<file path="src/hw/rtl/htd_pkg.sv">
// ---------------------------------------------------------------------------
// Huffman tree decoder package
// Field widths, command and register codes, shared types.
// ---------------------------------------------------------------------------
`default_nettype none

package htd_pkg;

  localparam int SYM_W       = 8;
  localparam int IDX_FIELD_W = 9;
  localparam int TOTAL_W     = 31;
  localparam int CMD_W       = 2;
  localparam int BYTE_W      = 8;
  localparam int CFG_IDX_W   = 1;
  localparam int CFG_DATA_W  = 31;
  localparam int BIT_CNT_W   = 4;
  localparam int BYTE_MSB    = 7;

  localparam logic [BIT_CNT_W-1:0] BITS_PER_BYTE = 4'd8;

  // command codes on the request channel
  localparam logic [CMD_W-1:0] CMD_NODE_WRITE = 2'd0;
  localparam logic [CMD_W-1:0] CMD_DECODE     = 2'd1;
  localparam logic [CMD_W-1:0] CMD_RESTART    = 2'd2;

  // configuration register indexes
  localparam logic [CFG_IDX_W-1:0] REG_TOTAL_SYMBOLS = 1'b0;
  localparam logic [CFG_IDX_W-1:0] REG_ROOT_INDEX    = 1'b1;

  typedef enum logic [1:0] {
    OP_NODE_WR,
    OP_DECODE,
    OP_RESTART
  } op_t;

  typedef struct packed {
    logic                   leaf;
    logic [SYM_W-1:0]       sym;
    logic [IDX_FIELD_W-1:0] left;
    logic [IDX_FIELD_W-1:0] right;
  } node_t;

  typedef struct packed {
    op_t                    op;
    logic [IDX_FIELD_W-1:0] node_index;
    node_t                  node;
    logic [BYTE_W-1:0]      data_byte;
  } q_entry_t;

  typedef struct packed {
    logic [TOTAL_W-1:0]     total_symbols;
    logic [IDX_FIELD_W-1:0] root_index;
    logic                   root_wr;
    logic [IDX_FIELD_W-1:0] root_wdata;
  } cfg_t;

  typedef enum logic {
    BK_IDLE,
    BK_WALK
  } back_state_t;

endpackage

`default_nettype wire

</file>
<file path="src/hw/rtl/htd_queue.sv">
// ---------------------------------------------------------------------------
// Command queue
// Two-entry FIFO between the front and the back of the decoder.
// ---------------------------------------------------------------------------
`default_nettype none

module htd_queue import htd_pkg::*; (
  input  logic     clk,
  input  logic     rst,
  input  logic     push,
  input  q_entry_t push_entry,
  output logic     full,
  input  logic     pop,
  output logic     valid,
  output q_entry_t head
);

  localparam int DEPTH = 2;
  localparam int PTR_W = 1;
  localparam int LVL_W = 2;

  q_entry_t         slots [DEPTH];
  logic [PTR_W-1:0] wr_ptr;
  logic [PTR_W-1:0] rd_ptr;
  logic [LVL_W-1:0] level;
  logic             do_push;
  logic             do_pop;

  assign full    = (level == LVL_W'(DEPTH));
  assign valid   = (level != '0);
  assign head    = slots[rd_ptr];
  assign do_push = push && !full;
  assign do_pop  = pop && valid;

  always_ff @(posedge clk) begin
    if (do_push) begin
      slots[wr_ptr] <= push_entry;
    end
  end

  always_ff @(posedge clk) begin
    if (rst) begin
      wr_ptr <= '0;
      rd_ptr <= '0;
      level  <= '0;
    end else begin
      if (do_push) begin
        wr_ptr <= wr_ptr + 1'b1;
      end
      if (do_pop) begin
        rd_ptr <= rd_ptr + 1'b1;
      end
      if (do_push && !do_pop) begin
        level <= level + 1'b1;
      end else if (do_pop && !do_push) begin
        level <= level - 1'b1;
      end
    end
  end

endmodule

`default_nettype wire

</file>
<file path="config.mk">
export PLATFORM = sky130hd
export DESIGN_NAME = htd_queue
export DESIGN_NICKNAME = d
export VERILOG_FILES = /design/src/hw/rtl/htd_pkg.sv /design/src/hw/rtl/htd_queue.sv
export SDC_FILE = /design/constraint.sdc
export NUM_CORES = 1
export LEC_CHECK = 0
export ABC_AREA = 1
export BUFFER_PORTS_ARGS = -buffer_cell sky130_fd_sc_hd__buf_2
export CORE_UTILIZATION = 49
export CTS_BUF_LIST = sky130_fd_sc_hd__clkbuf_2
export DETAILED_ROUTE_END_ITERATION = 8
export PLACE_DENSITY = 0.89
export SLEW_MARGIN = 20
export SYNTH_ARGS = -nofsm -noshare
export SYNTH_HDL_FRONTEND = slang
export SYNTH_SLANG_ARGS = --single-unit
</file>
<file path="constraint.sdc">
create_clock -name clk -period 2.92 [get_ports clk]
set_input_delay 0.584 -clock clk [delete_from_list [all_inputs] [get_ports clk]]
set_output_delay 0.584 -clock clk [all_outputs]
set_load 0.1 [all_outputs]
</file>
; Word-level counts from Yosys, hierarchy flattened
; Memory sizes are Yosys's and may differ from the RTL's. A register that Yosys moved wholly into a read port is not among the register bits.
; Cells that the tools add are included.
[totals]
regBits = 4
latchBits = 0
mem_bits_rw = 92
romBits = 0
in_bits = 50
output_inout_bits = 48
wordCells = 24
mem_count = 1
[op_classes]
addsub = 4
multipliers = 0
n_div = 0
n_lt_le_gt_ge = 0
n_eq_ne = 1
n_shift = 0
n_mux = 6
n_bitwise = 0
reduce_logical = 9
[mem_list]
columns = name, depth, word_bits, rd, rd_ports_with_merged_regs, wr, line_no
row1 = slots, 2, 46, 1, 1, 1, htd_queue.sv:22  ; q_entry_t slots [DEPTH];
[op_table]
columns = operator, n
row1 = $logic_and 1x1->1, 4
row2 = $mux 1, 4
row3 = $mux 2, 2
row4 = $reduce_bool 2->1, 2
row5 = $logic_not 1->1, 3
row6 = $add 1x1->1 const B, 2
row7 = $add 2x1->2 const B, 1
row8 = $eq 2x2->1 const B, 1
row9 = $sub 2x1->2 const B, 1

; Longest topological paths before layout
[depth]
word_depth = 7
mapped_depth = 10
mapped_depth_nobuf = 10

; Worst setup path before layout
; OpenSTA, ideal clock, no wires.
[synth_path]
kind = input -> register
startpoint = input port push
endpoint = memory slots[1][0] (netlist name), enable pin
setup_time_ps = 449
arrival_time_ps = 2582
required_ps = 2471
path_slack_ps = -112
cell_stages = 2
n_path_buf = 0
path_cell_list = o21ai_2 nor2_1
[synth_between]
elab_chain_cells = 3
[synth_lines]
columns = item, line_no
row1 = "start, declared", htd_queue.sv:10  ; input logic push,
row2 = $logic_and 1x1->1, htd_queue.sv:32  ; assign do_push = push && !full;
row3 = $mux 1, htd_queue.sv:36  ; if (do_push) begin
row4 = $mux 1 (implied by the code), htd_queue.sv:37  ; slots[wr_ptr] <= push_entry;
row5 = "end, declared", htd_queue.sv:22
; No other way between the ends.

==> summary.md <==
| Metric | Value |
|---|---|
| Final instance area | `4440 um2` |
| Arr. time, crit path | `1.93 ns` |
| Final cell count without fillers | `391` |
| Least-Margin Pin Slew | `0.615 ns` |
| Syn Inst Count | `180` |
| Area Overhead vs Synth | `17.9%` |
| Pin count of the biggest net entering global routing | `47` |
| Num CTS Buffers | `9` |
| #FFs+latches synth | `97` |
| Initial antenna violation count | `0` |
| Max cap viols | `0` |
| Reg clk slew, reported paths | `0.24 ns` |
| First-pass iteration count of the detailed router | `4` |
| I/O pin cnt | `98` |
| Placed inst area | `4330 um2` |
| Final #Nets | `338` |
| Max Slew Vio Count | `0` |
| Placed Instances | `375` |
| Mapped cell area | `3770 um2` |
| Diodes inserted | `0` |
| R2R setup slack | `1.33 ns` |
| Vias | `1,860` |
| Clock latency on the worst-skew pair | `0.50 ns` |
| Die area | `8040 um2` |
| Post-CTS Setup Bufs | `0` |
| Final period utilization | `0.862` |
| Antenna-violating nets left | `0` |
| Critical Path RT | `2.34 ns` |
| IO Port Bufs | `97` |
| Yosys Warn Count | `0` |
| Core Region | `7330 um2` |
| Placement Rows | `31` |
| Vias per inst | `4.76` |
| First-pass GRT wire length | `8520 um` |
| Vias in the first global route | `1,846` |
| CTS H-tree depth | `3` |
| Sink Count | `97` |
| 1st-iter DRT viols | `54` |
| Synthesized area per cell | `20.9 um2` |
| Final HPWL from detailed placement | `3790 um` |
| Clock Tree Root | `clkbuf_2` |
| Routability-driven placement congestion ratio | `0.694` |
| Syn nets | `231` |
| WL final | `5710 um` |
| RSZ-0062 raised after global routing | `false` |
| Fin crit period | `2.52 ns` |
| Sequential area share after synthesis | `0.760` |
| Drt drc | `0` |
| Fmax | `397 MHz` |
| Crit start category | `register` |
| Max FO, Critical Path | `25` |
| Final setup viols | `0` |
| CTS tree | `built` |
| Max-slew headroom | `0.590` |
| Share of layout cells above drive strength 1 | `0.565` |
| Run status | `complete, no violations` |
| Longest Clk Path Bufs | `2` |
| Core Util, Final | `0.606` |
| Grt total ovfl | `0` |
| Worst min-delay path class | `primary input to register` |
| Die width | `89.7 um` |
| Starting Density | `0.514` |
| Post_cts resized | `0` |
| Die height | `89.7 um` |
| Global Route Usage Sum | `0.150` |
| Mean routed wirelength per cell | `14.6 um` |
| CP Capture Type | `primary output` |
| Hold_buf cts | `0` |
| Hold Fails Final Rpt | `0` |
| Skew final | `0.0196 ns` |
| Critical path class | `register to primary output` |
| Unique masters post-synth | `15` |
through the flow:
step	worst slack [ns]	setup TNS, ns	hold WS (ns)
after global placement	0.962	0	0.480
after CTS	0.343	0	0.172
after global routing	0.264	0	0.157
after detailed placement	0.953	0	0.526
after floorplan	-0.112	-10.27	0.465
final	0.402	0	0.235
Yosys cell counts:
| cell | number | area [um2] |
|---|---|---|
| a21oi_1 | 2 | 10.0 |
| mux2_4 | 40 | 601 |
| ha_1 | 1 | 12.5 |
| nor2_1 | 8 | 30.0 |
| mux2_2 | 6 | 67.6 |
| buf_12 | 4 | 80.1 |
| buf_6 | 1 | 11.3 |
| nand2_1 | 7 | 26.3 |
| nand4_1 | 1 | 6.26 |
| dfxtp_1 | 5 | 100 |
| edfxtp_1 | 92 | 2760 |
| o21ai_2 | 1 | 8.76 |
| inv_1 | 8 | 30.0 |
| nand3_1 | 2 | 10.0 |
| o21ai_0 | 2 | 10.0 |
cell type report:
type / instances / area [um2]
inverter: 8 / 30.0
clock inverter: 6 / 58.8
sequential: 97 / 2860
timing repair buffer: 101 / 515
multi-input combinational: 70 / 797
tap: 99 / 124
fill: 548 / 2890
clock buffer: 10 / 50.0
path summary, 6_finish.rpt:
path / endpoint / cells after the start / from
setup / recovery: head[23] / 3 / register
hold / removal: slots[0][13] / 1 / push_entry[13]
setup reg to reg: level[1] / 9 / level[1]
hold reg to reg: wr_ptr / 2 / wr_ptr
worst max-delay path, cell delays in order, from the launching register on:
cell and delay (ns):
dfxtp_2 0.37, buf_4 0.38, mux2_2 0.39, buf_2 0.29
layer usage:
layer | share of wire | global-route usage | vias to the layer above
met1 | 0.40 | 0.165 | 881
met5 | 0 | 0 | -
met2 | 0.53 | 0.260 | 65
met4 | 0.022 | 0.0837 | 0
li1 | - | - | 901
met3 | 0.051 | 0.0420 | 13
cell usage in the layout, fill, tap and decap left out, drive strengths merged:
master	count
a21oi	2
buf	101
bufinv	1
clkbuf	10
clkinv	4
clkinvlp	1
dfxtp	5
edfxtp	92
ha	1
inv	8
mux2	46
nand2	7
nand3	2
nand4	1
nor2	8
o21ai	3
cell families after synthesis:
group                    Yosys count  synth area share
AO/OA/AOI/OAI                      5           0.00764
buffers and inverters             13            0.0322
AND/OR/NAND/NOR                   18            0.0193
flip-flops                        97             0.760
adder cells (fa/ha/maj)            1           0.00332
multiplexers                      46             0.177
registers in the layout, indices dropped and copies added (netlist names), named ones only:
register  flops
slots        92
level         2
wr_ptr        1
rd_ptr        1
Power is not shown: default switching activity piles up to over one toggle a cycle in this logic, so the estimate is an artifact.
